<file path="src/rcrh_pkg.sv">
`default_nettype none

package rcrh_pkg;

    // Field widths
    localparam int RAW_W  = 16;
    localparam int CH_W   = 8;
    localparam int HUE_W  = 9;
    localparam int SAT_W  = 8;
    localparam int PROD_W = RAW_W + CH_W;

    // Hue and saturation divider operand widths
    localparam int HNUM_W = 17;
    localparam int SNUM_W = 2 * CH_W;

    // Pipeline layout: scaling lanes, merge stage, hue/sat dividers, output stage
    localparam int LANE_STG = CH_W + 1;
    localparam int DIV_STG  = HUE_W;
    localparam int NSTG     = LANE_STG + 1 + DIV_STG + 1;

    localparam logic [RAW_W-1:0] FS_RESET = 16'd1024;
    localparam logic [HUE_W-1:0] HUE_FULL = 9'd360;
    localparam logic [HUE_W-1:0] HUE_MAX  = 9'd359;

    typedef logic [CH_W-1:0] ch_t;

    typedef enum logic [1:0] {
        SEC_RED,
        SEC_GREEN,
        SEC_BLUE
    } sector_t;

    // Channel values that ride alongside the hue and saturation dividers
    typedef struct packed {
        ch_t r;
        ch_t g;
        ch_t b;
        ch_t mx;
    } side_t;

    // Merge stage result
    typedef struct packed {
        side_t             side;
        logic [HNUM_W-1:0] hue_num;
        ch_t               hue_den;
        logic [SNUM_W-1:0] sat_num;
        ch_t               sat_den;
    } merge_t;

endpackage

`default_nettype wire

</file>
<file path="src/rcrh_if.sv">
`default_nettype none

interface rcrh_in_if;
    import rcrh_pkg::*;
    logic             valid;
    logic             ready;
    logic [RAW_W-1:0] raw_red;
    logic [RAW_W-1:0] raw_green;
    logic [RAW_W-1:0] raw_blue;

    modport source (output valid, output raw_red, output raw_green, output raw_blue,
                    input ready);
    modport sink (input valid, input raw_red, input raw_green, input raw_blue,
                  output ready);
endinterface

interface rcrh_out_if;
    import rcrh_pkg::*;
    logic             valid;
    logic             ready;
    logic [CH_W-1:0]  red8;
    logic [CH_W-1:0]  green8;
    logic [CH_W-1:0]  blue8;
    logic [HUE_W-1:0] hue_deg;
    logic [SAT_W-1:0] saturation;
    logic [CH_W-1:0]  brightness;

    modport source (output valid, output red8, output green8, output blue8,
                    output hue_deg, output saturation, output brightness,
                    input ready);
    modport sink (input valid, input red8, input green8, input blue8,
                  input hue_deg, input saturation, input brightness,
                  output ready);
endinterface

interface rcrh_cfg_if;
    import rcrh_pkg::*;
    logic             valid;
    logic             ready;
    logic [RAW_W-1:0] full_scale;

    modport source (output valid, output full_scale, input ready);
    modport sink (input valid, input full_scale, output ready);
endinterface

`default_nettype wire

</file>
<file path="src/rcrh_div.sv">
`default_nettype none

// Restoring divider, one quotient bit per stage, MSB first.
// The quotient must fit in QW bits.
module rcrh_div #(
    parameter int NW = 17,
    parameter int DW = 8,
    parameter int QW = 9
) (
    input  wire logic          clk,
    input  wire logic [QW-1:0] en,
    input  wire logic [NW-1:0] num,
    input  wire logic [DW-1:0] den,
    output logic      [QW-1:0] quo
);

    localparam int CW = (NW > DW + QW) ? NW : DW + QW;

    logic [NW-1:0] rem_reg [QW-1];
    logic [DW-1:0] den_reg [QW-1];
    logic [QW-1:0] quo_reg [QW];

    for (genvar i = 0; i < QW; i++) begin : g_stage
        logic [NW-1:0] rem_in;
        logic [DW-1:0] den_in;
        logic [QW-1:0] quo_in;
        logic [CW-1:0] trial;
        logic          fit;

        if (i == 0) begin : g_first
            assign rem_in = num;
            assign den_in = den;
            assign quo_in = '0;
        end else begin : g_rest
            assign rem_in = rem_reg[i-1];
            assign den_in = den_reg[i-1];
            assign quo_in = quo_reg[i-1];
        end

        // Trial subtract of the shifted divisor
        assign trial = CW'(den_in) << (QW - 1 - i);
        assign fit   = CW'(rem_in) >= trial;

        always_ff @(posedge clk)
        begin
            if (en[i])
            begin
                quo_reg[i] <= quo_in | (fit ? (QW'(1) << (QW - 1 - i)) : '0);
            end
        end

        if (i < QW - 1) begin : g_carry
            always_ff @(posedge clk)
            begin
                if (en[i])
                begin
                    rem_reg[i] <= fit ? NW'(CW'(rem_in) - trial) : rem_in;
                    den_reg[i] <= den_in;
                end
            end
        end
    end

    assign quo = quo_reg[QW-1];

endmodule

`default_nettype wire

</file>
<file path="src/rcrh_lane.sv">
`default_nettype none

// One scaling lane: floor(count * 255 / full_scale), saturated at 255.
module rcrh_lane (
    input  wire logic                          clk,
    input  wire logic [rcrh_pkg::LANE_STG-1:0] en,
    input  wire logic [rcrh_pkg::RAW_W-1:0]    fs,
    input  wire logic [rcrh_pkg::RAW_W-1:0]    count,
    output rcrh_pkg::ch_t                      scaled
);
    import rcrh_pkg::*;

    logic [RAW_W-1:0]  fs_eff;
    logic [PROD_W-1:0] prod;
    logic [PROD_W-1:0] limit;
    logic [PROD_W-1:0] prod_next;
    logic [PROD_W-1:0] prod_reg;
    logic [CH_W-1:0]   quo;

    // Zero full scale behaves as one
    assign fs_eff = (fs == '0) ? RAW_W'(1) : fs;

    // count * 255 as a shift and subtract
    assign prod  = {count, CH_W'(0)} - PROD_W'(count);
    assign limit = {fs_eff, CH_W'(0)};

    // Clamp an overflowing product to just under full scale * 256: quotient 255
    assign prod_next = (prod >= limit) ? limit - PROD_W'(1) : prod;

    always_ff @(posedge clk)
    begin
        if (en[0])
        begin
            prod_reg <= prod_next;
        end
    end

    rcrh_div #(
        .NW (PROD_W),
        .DW (RAW_W),
        .QW (CH_W)
    ) u_div (
        .clk (clk),
        .en  (en[LANE_STG-1:1]),
        .num (prod_reg),
        .den (fs_eff),
        .quo (quo)
    );

    assign scaled = quo;

endmodule

`default_nettype wire

</file>
<file path="src/rcrh_merge.sv">
`default_nettype none

// Combine the three lanes: max, min, sector and the divider operands.
module rcrh_merge (
    input  wire logic    clk,
    input  wire logic    en,
    input  wire rcrh_pkg::ch_t r,
    input  wire rcrh_pkg::ch_t g,
    input  wire rcrh_pkg::ch_t b,
    output rcrh_pkg::merge_t merged
);
    import rcrh_pkg::*;

    sector_t            sector;
    ch_t                mx;
    ch_t                mn;
    ch_t                delta;
    logic signed [9:0]  diff_s;
    logic signed [18:0] base_s;
    logic signed [18:0] delta_s;
    logic signed [18:0] num_s;
    merge_t             merge_next;
    merge_t             merge_reg;

    // Pick the max channel; ties go to red, then green
    always_comb
    begin
        if (r >= g && r >= b)
        begin
            sector = SEC_RED;
            mx     = r;
        end
        else if (g >= b)
        begin
            sector = SEC_GREEN;
            mx     = g;
        end
        else
        begin
            sector = SEC_BLUE;
            mx     = b;
        end
    end

    assign mn      = (r < g) ? ((b < r) ? b : r) : ((b < g) ? b : g);
    assign delta   = mx - mn;
    assign delta_s = $signed({11'd0, delta});

    // Sector base angle and channel difference
    always_comb
    begin
        case (sector)
            SEC_RED:
            begin
                diff_s = $signed({2'b00, g}) - $signed({2'b00, b});
                base_s = (diff_s < 0) ? 19'sd360 : 19'sd0;
            end
            SEC_GREEN:
            begin
                diff_s = $signed({2'b00, b}) - $signed({2'b00, r});
                base_s = 19'sd120;
            end
            SEC_BLUE:
            begin
                diff_s = $signed({2'b00, r}) - $signed({2'b00, g});
                base_s = 19'sd240;
            end
            default:
            begin
                diff_s = $signed({2'b00, r}) - $signed({2'b00, g});
                base_s = 19'sd240;
            end
        endcase
    end

    assign num_s = base_s * delta_s + 19'sd60 * 19'(diff_s);

    // Divider operands; grey and black force a zero hue quotient over a divisor of one
    always_comb
    begin
        merge_next.side.r  = r;
        merge_next.side.g  = g;
        merge_next.side.b  = b;
        merge_next.side.mx = mx;
        if (delta == '0 || num_s < 0)
        begin
            merge_next.hue_num = '0;
        end
        else
        begin
            merge_next.hue_num = num_s[HNUM_W-1:0];
        end
        merge_next.hue_den = (delta == '0) ? CH_W'(1) : delta;
        merge_next.sat_num = {delta, CH_W'(0)} - SNUM_W'(delta);
        merge_next.sat_den = (mx == '0) ? CH_W'(1) : mx;
    end

    always_ff @(posedge clk)
    begin
        if (en)
        begin
            merge_reg <= merge_next;
        end
    end

    assign merged = merge_reg;

endmodule

`default_nettype wire

</file>
<file path="src/raw_colour_to_rgb_hsv.sv">
`default_nettype none

// Raw sensor counts to 8-bit RGB and integer HSV. Each accepted triple is scaled
// by full_scale in three parallel lanes, merged into max/min/sector, and divided
// down to hue degrees and saturation. A new triple is taken every cycle while the
// output keeps accepting results, and each result passes through the bit-per-stage
// restoring dividers (9 stages in each scaling lane including the product stage,
// 9 stages for hue and saturation) plus the merge and output registers. Every
// stage stalls only when the stage after it is full, so bubbles close up while
// a result waits. The cfg channel is always ready; write full_scale only while
// no item is in flight.
module raw_colour_to_rgb_hsv (
    input  wire logic   clk,
    input  wire logic   rst_n,
    rcrh_in_if.sink     sample,
    rcrh_out_if.source  result,
    rcrh_cfg_if.sink    cfg
);
    import rcrh_pkg::*;

    localparam int MERGE_IDX = LANE_STG;
    localparam int DIV_LO    = LANE_STG + 1;
    localparam int OUT_IDX   = NSTG - 1;

    logic [NSTG-1:0]  valid_reg;
    logic [NSTG-1:0]  valid_next;
    logic [NSTG-1:0]  ld;
    logic [RAW_W-1:0] fs_reg;
    logic [RAW_W-1:0] raw_arr [3];
    ch_t              scaled [3];
    merge_t           merged;
    side_t            side_reg [DIV_STG];
    logic [HUE_W-1:0] hue_q;
    logic [HUE_W-1:0] sat_q;
    logic [HUE_W-1:0] hue_fix;
    side_t            out_side_reg;
    logic [HUE_W-1:0] hue_reg;
    logic [SAT_W-1:0] sat_reg;

    // Hold full_scale
    assign cfg.ready = 1'b1;

    always_ff @(posedge clk or negedge rst_n)
    begin
        if (!rst_n)
        begin
            fs_reg <= FS_RESET;
        end
        else if (cfg.valid)
        begin
            fs_reg <= cfg.full_scale;
        end
    end

    // A stage loads when it is empty or its content moves on
    always_comb
    begin
        ld[OUT_IDX] = !valid_reg[OUT_IDX] || result.ready;
        for (int k = OUT_IDX - 1; k >= 0; k--)
        begin
            ld[k] = !valid_reg[k] || ld[k+1];
        end
        for (int k = 0; k < NSTG; k++)
        begin
            if (!ld[k])
            begin
                valid_next[k] = valid_reg[k];
            end
            else if (k == 0)
            begin
                valid_next[k] = sample.valid;
            end
            else
            begin
                valid_next[k] = valid_reg[k-1];
            end
        end
    end

    always_ff @(posedge clk or negedge rst_n)
    begin
        if (!rst_n)
        begin
            valid_reg <= '0;
        end
        else
        begin
            valid_reg <= valid_next;
        end
    end

    assign sample.ready = ld[0];

    // Scaling lanes
    assign raw_arr[0] = sample.raw_red;
    assign raw_arr[1] = sample.raw_green;
    assign raw_arr[2] = sample.raw_blue;

    for (genvar c = 0; c < 3; c++) begin : g_lane
        rcrh_lane u_lane (
            .clk    (clk),
            .en     (ld[LANE_STG-1:0]),
            .fs     (fs_reg),
            .count  (raw_arr[c]),
            .scaled (scaled[c])
        );
    end

    rcrh_merge u_merge (
        .clk    (clk),
        .en     (ld[MERGE_IDX]),
        .r      (scaled[0]),
        .g      (scaled[1]),
        .b      (scaled[2]),
        .merged (merged)
    );

    // Hue and saturation dividers run in lockstep
    rcrh_div #(
        .NW (HNUM_W),
        .DW (CH_W),
        .QW (HUE_W)
    ) u_hue_div (
        .clk (clk),
        .en  (ld[OUT_IDX-1:DIV_LO]),
        .num (merged.hue_num),
        .den (merged.hue_den),
        .quo (hue_q)
    );

    rcrh_div #(
        .NW (SNUM_W),
        .DW (CH_W),
        .QW (HUE_W)
    ) u_sat_div (
        .clk (clk),
        .en  (ld[OUT_IDX-1:DIV_LO]),
        .num (merged.sat_num),
        .den (merged.sat_den),
        .quo (sat_q)
    );

    // Carry the channels alongside the dividers
    for (genvar s = 0; s < DIV_STG; s++) begin : g_side
        always_ff @(posedge clk)
        begin
            if (ld[DIV_LO+s])
            begin
                side_reg[s] <= (s == 0) ? merged.side : side_reg[(s == 0) ? 0 : s - 1];
            end
        end
    end

    // Wrap a full turn back to zero and register the result
    assign hue_fix = (hue_q > HUE_MAX) ? hue_q - HUE_FULL : hue_q;

    always_ff @(posedge clk)
    begin
        if (ld[OUT_IDX])
        begin
            out_side_reg <= side_reg[DIV_STG-1];
            hue_reg      <= hue_fix;
            sat_reg      <= sat_q[SAT_W-1:0];
        end
    end

    assign result.valid      = valid_reg[OUT_IDX];
    assign result.red8       = out_side_reg.r;
    assign result.green8     = out_side_reg.g;
    assign result.blue8      = out_side_reg.b;
    assign result.hue_deg    = hue_reg;
    assign result.saturation = sat_reg;
    assign result.brightness = out_side_reg.mx;

`ifndef SYNTHESIS
    a_hue_range: assert property (@(posedge clk) disable iff (!rst_n)
        result.valid |-> result.hue_deg <= HUE_MAX)
        else $error("hue out of range");

    a_value_is_max: assert property (@(posedge clk) disable iff (!rst_n)
        result.valid |-> (result.brightness >= result.red8 &&
                          result.brightness >= result.green8 &&
                          result.brightness >= result.blue8 &&
                          (result.brightness == result.red8 ||
                           result.brightness == result.green8 ||
                           result.brightness == result.blue8)))
        else $error("brightness is not the largest channel");

    a_grey_zero: assert property (@(posedge clk) disable iff (!rst_n)
        (result.valid && result.red8 == result.green8 && result.green8 == result.blue8)
        |-> (result.hue_deg == '0 && result.saturation == '0))
        else $error("grey result with nonzero hue or saturation");

    a_sat_bound: assert property (@(posedge clk) disable iff (!rst_n)
        (result.valid && result.saturation == '0) |-> (result.hue_deg == '0))
        else $error("hue set without saturation");

    a_enter: assert property (@(posedge clk) disable iff (!rst_n)
        (sample.valid && sample.ready) |=> valid_reg[0])
        else $error("accepted item lost at entry");
`endif

endmodule

`default_nettype wire
</file>
<file path="src/flat_wrapper.sv">
// flat-port wrapper written by rule: the top's interface ports become plain ports
module raw_colour_to_rgb_hsv_flat import rcrh_pkg::*;
  (clk, rst_n, sample_valid, sample_raw_red, sample_raw_green, sample_raw_blue, sample_ready, result_valid, result_red8, result_green8, result_blue8, result_hue_deg, result_saturation, result_brightness, result_ready, cfg_valid, cfg_full_scale, cfg_ready);
  rcrh_in_if sample_i ();
  rcrh_out_if result_i ();
  rcrh_cfg_if cfg_i ();
  input  wire logic clk;
  input  wire logic rst_n;
  input wire logic [$bits(sample_i.valid)-1:0] sample_valid;
  input wire logic [$bits(sample_i.raw_red)-1:0] sample_raw_red;
  input wire logic [$bits(sample_i.raw_green)-1:0] sample_raw_green;
  input wire logic [$bits(sample_i.raw_blue)-1:0] sample_raw_blue;
  output wire logic [$bits(sample_i.ready)-1:0] sample_ready;
  output wire logic [$bits(result_i.valid)-1:0] result_valid;
  output wire logic [$bits(result_i.red8)-1:0] result_red8;
  output wire logic [$bits(result_i.green8)-1:0] result_green8;
  output wire logic [$bits(result_i.blue8)-1:0] result_blue8;
  output wire logic [$bits(result_i.hue_deg)-1:0] result_hue_deg;
  output wire logic [$bits(result_i.saturation)-1:0] result_saturation;
  output wire logic [$bits(result_i.brightness)-1:0] result_brightness;
  input wire logic [$bits(result_i.ready)-1:0] result_ready;
  input wire logic [$bits(cfg_i.valid)-1:0] cfg_valid;
  input wire logic [$bits(cfg_i.full_scale)-1:0] cfg_full_scale;
  output wire logic [$bits(cfg_i.ready)-1:0] cfg_ready;
  assign sample_i.valid = sample_valid;
  assign sample_i.raw_red = sample_raw_red;
  assign sample_i.raw_green = sample_raw_green;
  assign sample_i.raw_blue = sample_raw_blue;
  assign sample_ready = sample_i.ready;
  assign result_valid = result_i.valid;
  assign result_red8 = result_i.red8;
  assign result_green8 = result_i.green8;
  assign result_blue8 = result_i.blue8;
  assign result_hue_deg = result_i.hue_deg;
  assign result_saturation = result_i.saturation;
  assign result_brightness = result_i.brightness;
  assign result_i.ready = result_ready;
  assign cfg_i.valid = cfg_valid;
  assign cfg_i.full_scale = cfg_full_scale;
  assign cfg_ready = cfg_i.ready;
  raw_colour_to_rgb_hsv u_core (.clk(clk), .rst_n(rst_n), .sample(sample_i), .result(result_i), .cfg(cfg_i));
endmodule
</file>
<file path="config.mk">
export PLATFORM = sky130hd
export DESIGN_NAME = raw_colour_to_rgb_hsv_flat
export DESIGN_NICKNAME = d
export VERILOG_FILES = /design/src/rcrh_pkg.sv /design/src/rcrh_if.sv /design/src/rcrh_div.sv /design/src/rcrh_lane.sv /design/src/rcrh_merge.sv /design/src/raw_colour_to_rgb_hsv.sv /design/src/flat_wrapper.sv
export SDC_FILE = /design/constraint.sdc
export NUM_CORES = 2
export LEC_CHECK = 0
export BUFFER_PORTS_ARGS = -buffer_cell sky130_fd_sc_hd__clkbuf_2
export CAP_MARGIN = 20
export CELL_PAD_IN_SITES_DETAIL_PLACEMENT = 1
export CELL_PAD_IN_SITES_GLOBAL_PLACEMENT = 1
export CORE_MARGIN = 2
export CORE_UTILIZATION = 25
export DETAILED_ROUTE_END_ITERATION = 8
export PLACE_DENSITY = 0.49
export SYNTH_ARGS = -nofsm -noshare
export SYNTH_HDL_FRONTEND = slang
export SYNTH_SLANG_ARGS = --single-unit
</file>
<file path="constraint.sdc">
create_clock -name clk -period 11.9 [get_ports clk]
set_input_delay 1.19 -clock clk [delete_from_list [all_inputs] [get_ports clk]]
set_output_delay 1.19 -clock clk [all_outputs]
set_load 0.05 [all_outputs]
</file>
== Word-level counts from Yosys, hierarchy flattened ==
Memory sizes are Yosys's and may differ from the RTL's. A register that Yosys moved wholly into a read port is not among the register bits.
Cells that the tools add are included.
Widths: inputs -> output; s select.

* Output and inout port bits: 52
* Bits in writable memories: 1874
* Logic and storage cells: 365
* Input bits: 69
* Memories kept: 16
* Flip-flop bits (word level): 198

{| class="wikitable"
|+ Memory list
! memory !! depth !! bits a word !! read ports !! clocked after Yosys merged registers in !! write ports !! RTL line !! RTL
|-
| u_core.side_reg || 9 || 32 || 9 || 1 || 9 || raw_colour_to_rgb_hsv.sv:32 || <nowiki>side_t side_reg [DIV_STG];</nowiki>
|-
| u_core.g_lane[0].u_lane.u_div.rem_reg || 7 || 24 || 7 || 0 || 7 || rcrh_div.sv:19 || <nowiki>logic [NW-1:0] rem_reg [QW-1];</nowiki>
|-
| u_core.g_lane[1].u_lane.u_div.rem_reg || 7 || 24 || 7 || 0 || 7 || rcrh_div.sv:19 ||
|-
| u_core.g_lane[2].u_lane.u_div.rem_reg || 7 || 24 || 7 || 0 || 7 || rcrh_div.sv:19 ||
|-
| u_core.u_hue_div.rem_reg || 8 || 17 || 8 || 0 || 8 || rcrh_div.sv:19 ||
|-
| u_core.u_sat_div.rem_reg || 8 || 16 || 8 || 0 || 8 || rcrh_div.sv:19 ||
|-
| +10 memories || n/a || n/a || n/a || n/a || n/a || n/a ||
|}

* Equality and inequality tests: 1
* Mux-type cells: 128
* Multiply operators: 2
* Reductions and logical operators: 46
* Bitwise gates (word level): 37
* $add $sub $neg: 48
* Order comparisons: 54

{| class="wikitable"
|+ Operator list
! cell !! number
|-
| $mux 24 || 24
|-
| $or 8x8->8 || 21
|-
| $mux 16 || 9
|-
| $mux 17 || 8
|-
| $mux 8 || 10
|-
| $ge 24x16->1 || 3
|-
| $ge 24x17->1 || 3
|-
| $ge 24x18->1 || 3
|-
| $ge 24x19->1 || 3
|-
| $ge 24x20->1 || 3
|-
| $ge 24x21->1 || 3
|-
| $ge 24x22->1 || 3
|-
| $ge 24x23->1 || 3
|-
| $ge 24x24->1 || 3
|-
| $sub 24x16->24 || 3
|-
| $sub 24x17->24 || 3
|-
| $sub 24x18->24 || 3
|-
| $sub 24x19->24 || 3
|-
| $sub 24x20->24 || 3
|-
| $sub 24x21->24 || 3
|-
| $sub 24x22->24 || 3
|-
| $sub 24x23->24 || 3
|-
| $mux 1 || 39
|-
| $mux 9 || 4
|-
| 70 further kinds || 150
|}

== Logic depth before layout (Yosys ltp) ==
* Depth in word-level cells: 22
* Depth in mapped cells: 40

== Hierarchy ==
From an unflattened synthesis, not the netlist that was laid out.

* Cells, all modules: 8782
* Area, all modules: 105306.0 um^2

{| class="wikitable"
|+ By module, submodules not included
! module !! cells an instance !! instances !! area each (um^2) !! sequential area each (um^2)
|-
| rcrh_div at u_core.g_lane[1].u_lane.u_div ... || 1608 || 2 || 18144.9 || 9489.1
|-
| rcrh_div at u_core.g_lane[0].u_lane.u_div || 1560 || 1 || 17450.5 || 9489.1
|-
| rcrh_div at u_core.u_hue_div || 980 || 1 || 12318.1 || 7357.1
|-
| raw_colour_to_rgb_hsv || 478 || 1 || 11768.8 || 11021.8
|-
| rcrh_div at u_core.u_sat_div || 912 || 1 || 11737.5 || 7116.8
|-
| rcrh_merge || 802 || 1 || 7975.1 || 2372.3
|-
| rcrh_lane || 278 || 3 || 2588.7 || 720.7
|}

== Worst setup path after synthesis ==
OpenSTA, ideal clock, no wires.

* Path type: in2reg
* Start: input result_ready
* End: memory u_core.g_lane[0].u_lane.u_div.quo_reg[2][10] (netlist bit) (enable)
* Library setup time: 1.241 ns
* Stages: 6
* Setup slack: 2.528 ns
* Arrival: 8.131 ns
* Cell sequence: nor2b_1 > nand2_1 > nor2_1 > nand3_1 > nor2_1 > nand3_1

{| class="wikitable"
|+ RTL lines
! element !! RTL line !! RTL
|-
| start: declaration || flat_wrapper.sv:21 || <nowiki>input wire logic [$bits(result_i.ready)-1:0] result_ready;</nowiki>
|-
| end: declaration || rcrh_div.sv:21 || <nowiki>logic [QW-1:0] quo_reg [QW];</nowiki>
|}

==> flow_summary.json <==
{
  "cp_slowest_cell": "xnor2_1",
  "drtIter0Drc": 2660,
  "dr.pass1.iters": 6,
  "cp_max_fo": 35,
  "routed_via_density": 4.55,
  "tightestPinTransition_ns": 1.09,
  "cp.arrival_ns": 11.05,
  "fmax_ghz": 0.0969,
  "start_util_pct": 25.1,
  "htree_levels": 4,
  "crit_type": "reg2reg",
  "grt_start_max_net_pins": 82,
  "period_needed_ns": 10.32,
  "drv_slew": 0,
  "place.gp.congestion": 0.854,
  "grt_pass1_vias": 63100,
  "fin_nets": 8835,
  "wire_per_inst_um": 20.7,
  "clock_skew_ns": 0.133,
  "io_pins": 121,
  "largest_reg_flops": 504,
  "dr_wl_met2_mm": 137,
  "synth-edff-count": 1670,
  "dpl-instance-area_mm2": 0.0984,
  "die_x_um": 609,
  "grtUsageTotal_pct": 14.1,
  "dr_wl_met3_mm": 6.53,
  "async_flop_share_pct": 2.11,
  "syn-num-nets": 8578,
  "die_h_um": 609,
  "hp-class": "reg2reg",
  "syn_inst": 7713,
  "period_share_pct": 86.7,
  "finalSetupViolCount": 0,
  "clk_pin_slew_ns": 0.06,
  "clkLatencyLatePin_ns": 0.91,
  "rows": 222,
  "syn-cell-area_mm2": 0.0916,
  "cts_buffer_depth": 4,
  "cts-buffers-inserted": 203,
  "synth_warnings": 0,
  "finalSetupTns_ns": 0,
  "ctsHoldBuffers": 0,
  "post-dp-hpwl_mm": 213,
  "ant_nets": 0,
  "cts_tree": "done",
  "fillers": 40100,
  "cts_num_sinks": 1706,
  "synth_cell_types": 90,
  "ys_ff_latch": 1706,
  "grt_pass1_wl_mm": 401,
  "fin_area_mm2": 0.105,
  "routed.top_layer": "met4",
  "synthFlopType": "edfxtp_1",
  "area_delta_synth_final_pct": 14.9,
  "io_buffers": 119,
  "grt_overflow_total": 0,
  "finalHoldViolCount": 0,
  "yosysSeqAreaShare_pct": 55.7,
  "met1_length_mm": 118,
  "required_ns": 12.63,
  "vias": 59000,
  "status": "completed",
  "antenna_found_initial": 12,
  "drive_gt1_share_pct": 8.60,
  "core_area_mm2": 0.365,
  "slew_headroom_pct": 27.2,
  "rsz0062_at_grt": "no",
  "cts_setup_buffers": 0,
  "drc": 0,
  "cp-start-kind": "register",
  "cts-resized-gates": 0,
  "slowest_delay_ns": 0.67,
  "drv_cap": 0,
  "holdWs_ns": 0.303,
  "cts_root_buf": "clkbuf_16",
  "die_area_mm2": 0.371,
  "syn_area_per_cell_um2": 11.9,
  "wl_mm": 269,
  "critical_path.endpoint_type": "register"
}
[critical path: cells and delay by family (launching register included)]
kind / cells / cell delay (ns)
buffers and inverters: 6 / 1.01
AOI/OAI and AO/OA: 12 / 3.01
adders and majority gates: 8 / 3.09
xor gates and xnor gates: 2 / 1.13
DFF: 1 / 0.45
and+or+nand+nor: 6 / 1.44
[per-layer routing]
metal	vias up	global-route usage (%)
met3	344	1.48
met4	0	4.15
met1	29200	17.2
met2	697	26.0
li1	28800	-
met5	-	0
[kinds of logic (layout without fill, tap and decap cells)]
kind of cell / after synthesis / count (layout) / share of synthesized area (%)
other: 1 / 3 / 0.00409
xor gates and xnor gates: 560 / 560 / 5.37
adders and majority gates: 796 / 796 / 11.6
and+or+nand+nor: 2013 / 2013 / 10.8
buffers and inverters: 812 / 1242 / 3.34
DFF: 1706 / 1706 / 55.7
muxes: 162 / 162 / 1.90
AOI/OAI and AO/OA: 1663 / 1663 / 11.3
[synthesized netlist by cell type (all sizes together), types with 17 or more instances]
cell type / instances / area share (%)
nor2: 538 / 2.2
nor4: 74 / 0.52
a21oi: 478 / 2.6
nand3b: 23 / 0.19
mux2: 93 / 1.1
nand4: 74 / 0.51
a21o: 185 / 1.5
nand2: 523 / 2.1
and2: 26 / 0.18
xor2: 241 / 2.3
and3: 35 / 0.24
nand3: 91 / 0.50
nand2b: 170 / 1.2
o211ai: 26 / 0.21
o31ai: 56 / 0.46
dfrtp: 35 / 0.96
buf: 24 / 0.11
or2: 35 / 0.24
xnor2: 319 / 3.1
inv: 675 / 2.8
ha: 706 / 9.6
o21a: 74 / 0.61
a211o: 19 / 0.18
a211oi: 45 / 0.37
or4: 19 / 0.16
fa: 90 / 2.0
o21ai: 480 / 2.6
a2111oi: 19 / 0.18
o41ai: 17 / 0.16
edfxtp: 1670 / 55
nor3: 154 / 0.85
or3: 55 / 0.38
nand4b: 27 / 0.26
mux2i: 69 / 0.76
o21bai: 32 / 0.26
nor2b: 120 / 0.82
a31oi: 42 / 0.29
clkbuf: 112 / 0.46
a21boi: 46 / 0.38
[layout make-up]
class	instances	area, um2	share of cell area (%)
clock buffer	240	5330	5.07
sequential	1706	51100	48.5
inverter	676	2540	2.42
multi-input combinational	5195	37700	35.8
timing repair buffer	188	1190	1.13
clock inverter	138	1460	1.38
antenna	2	5.00	0.00475
tap	4816	6030	5.72
[cells in the final DEF (no fill, tap or decap), drive strengths merged, types with 87 or more instances in the layout]
master  instances
nand2b        170
nor3          154
clkbuf        359
edfxtp       1670
nand2         523
mux2           93
a21oi         478
nand3          91
o21ai         480
nor2b         120
xor2          241
nor2          538
inv           684
a21o          185
xnor2         319
clkinv         87
ha            706
fa             90
[worst paths after layout]
path | startpoint | end | slack (ns) | depth (start not counted)
worst max-delay path | u_core.g_lane[0].u_lane.u_div.quo_reg[3][10] | u_core.u_merge.merged[48] | 1.58 | 34
worst min-delay path | u_core.g_lane[0].u_lane.u_div.quo_reg[3][4] | u_core.g_lane[0].u_lane.u_div.quo_reg[3][12] | 0.30 | 0
min in group asynchronous | rst_n | u_core.fs_reg[12] | 0.45 | 2
worst min register to register | u_core.g_lane[0].u_lane.u_div.quo_reg[3][4] | u_core.g_lane[0].u_lane.u_div.quo_reg[3][12] | 0.30 | 0
max in group asynchronous | rst_n | u_core.valid_reg[9] | 10.93 | 2
worst max register to register | u_core.g_lane[0].u_lane.u_div.quo_reg[3][10] | u_core.u_merge.merged[48] | 1.58 | 34
[through the flow]
step | std cells | worst slack (ns) | utilization, %
6_report | 13000 | 1.58 | 28.8
5_1_grt | 13000 | 0.907 | 28.8
4_1_cts | 13000 | 1.49 | 28.8
3_5_place_dp | 12600 | 1.53 | 26.9
3_3_place_gp | 12600 | 1.58 | 26.9
2_1_floorplan | 7713 | 2.53 | -
Power is left out: the tool's default activity adds up to more than one toggle a clock period on the data nets, which glitch-free logic cannot reach.
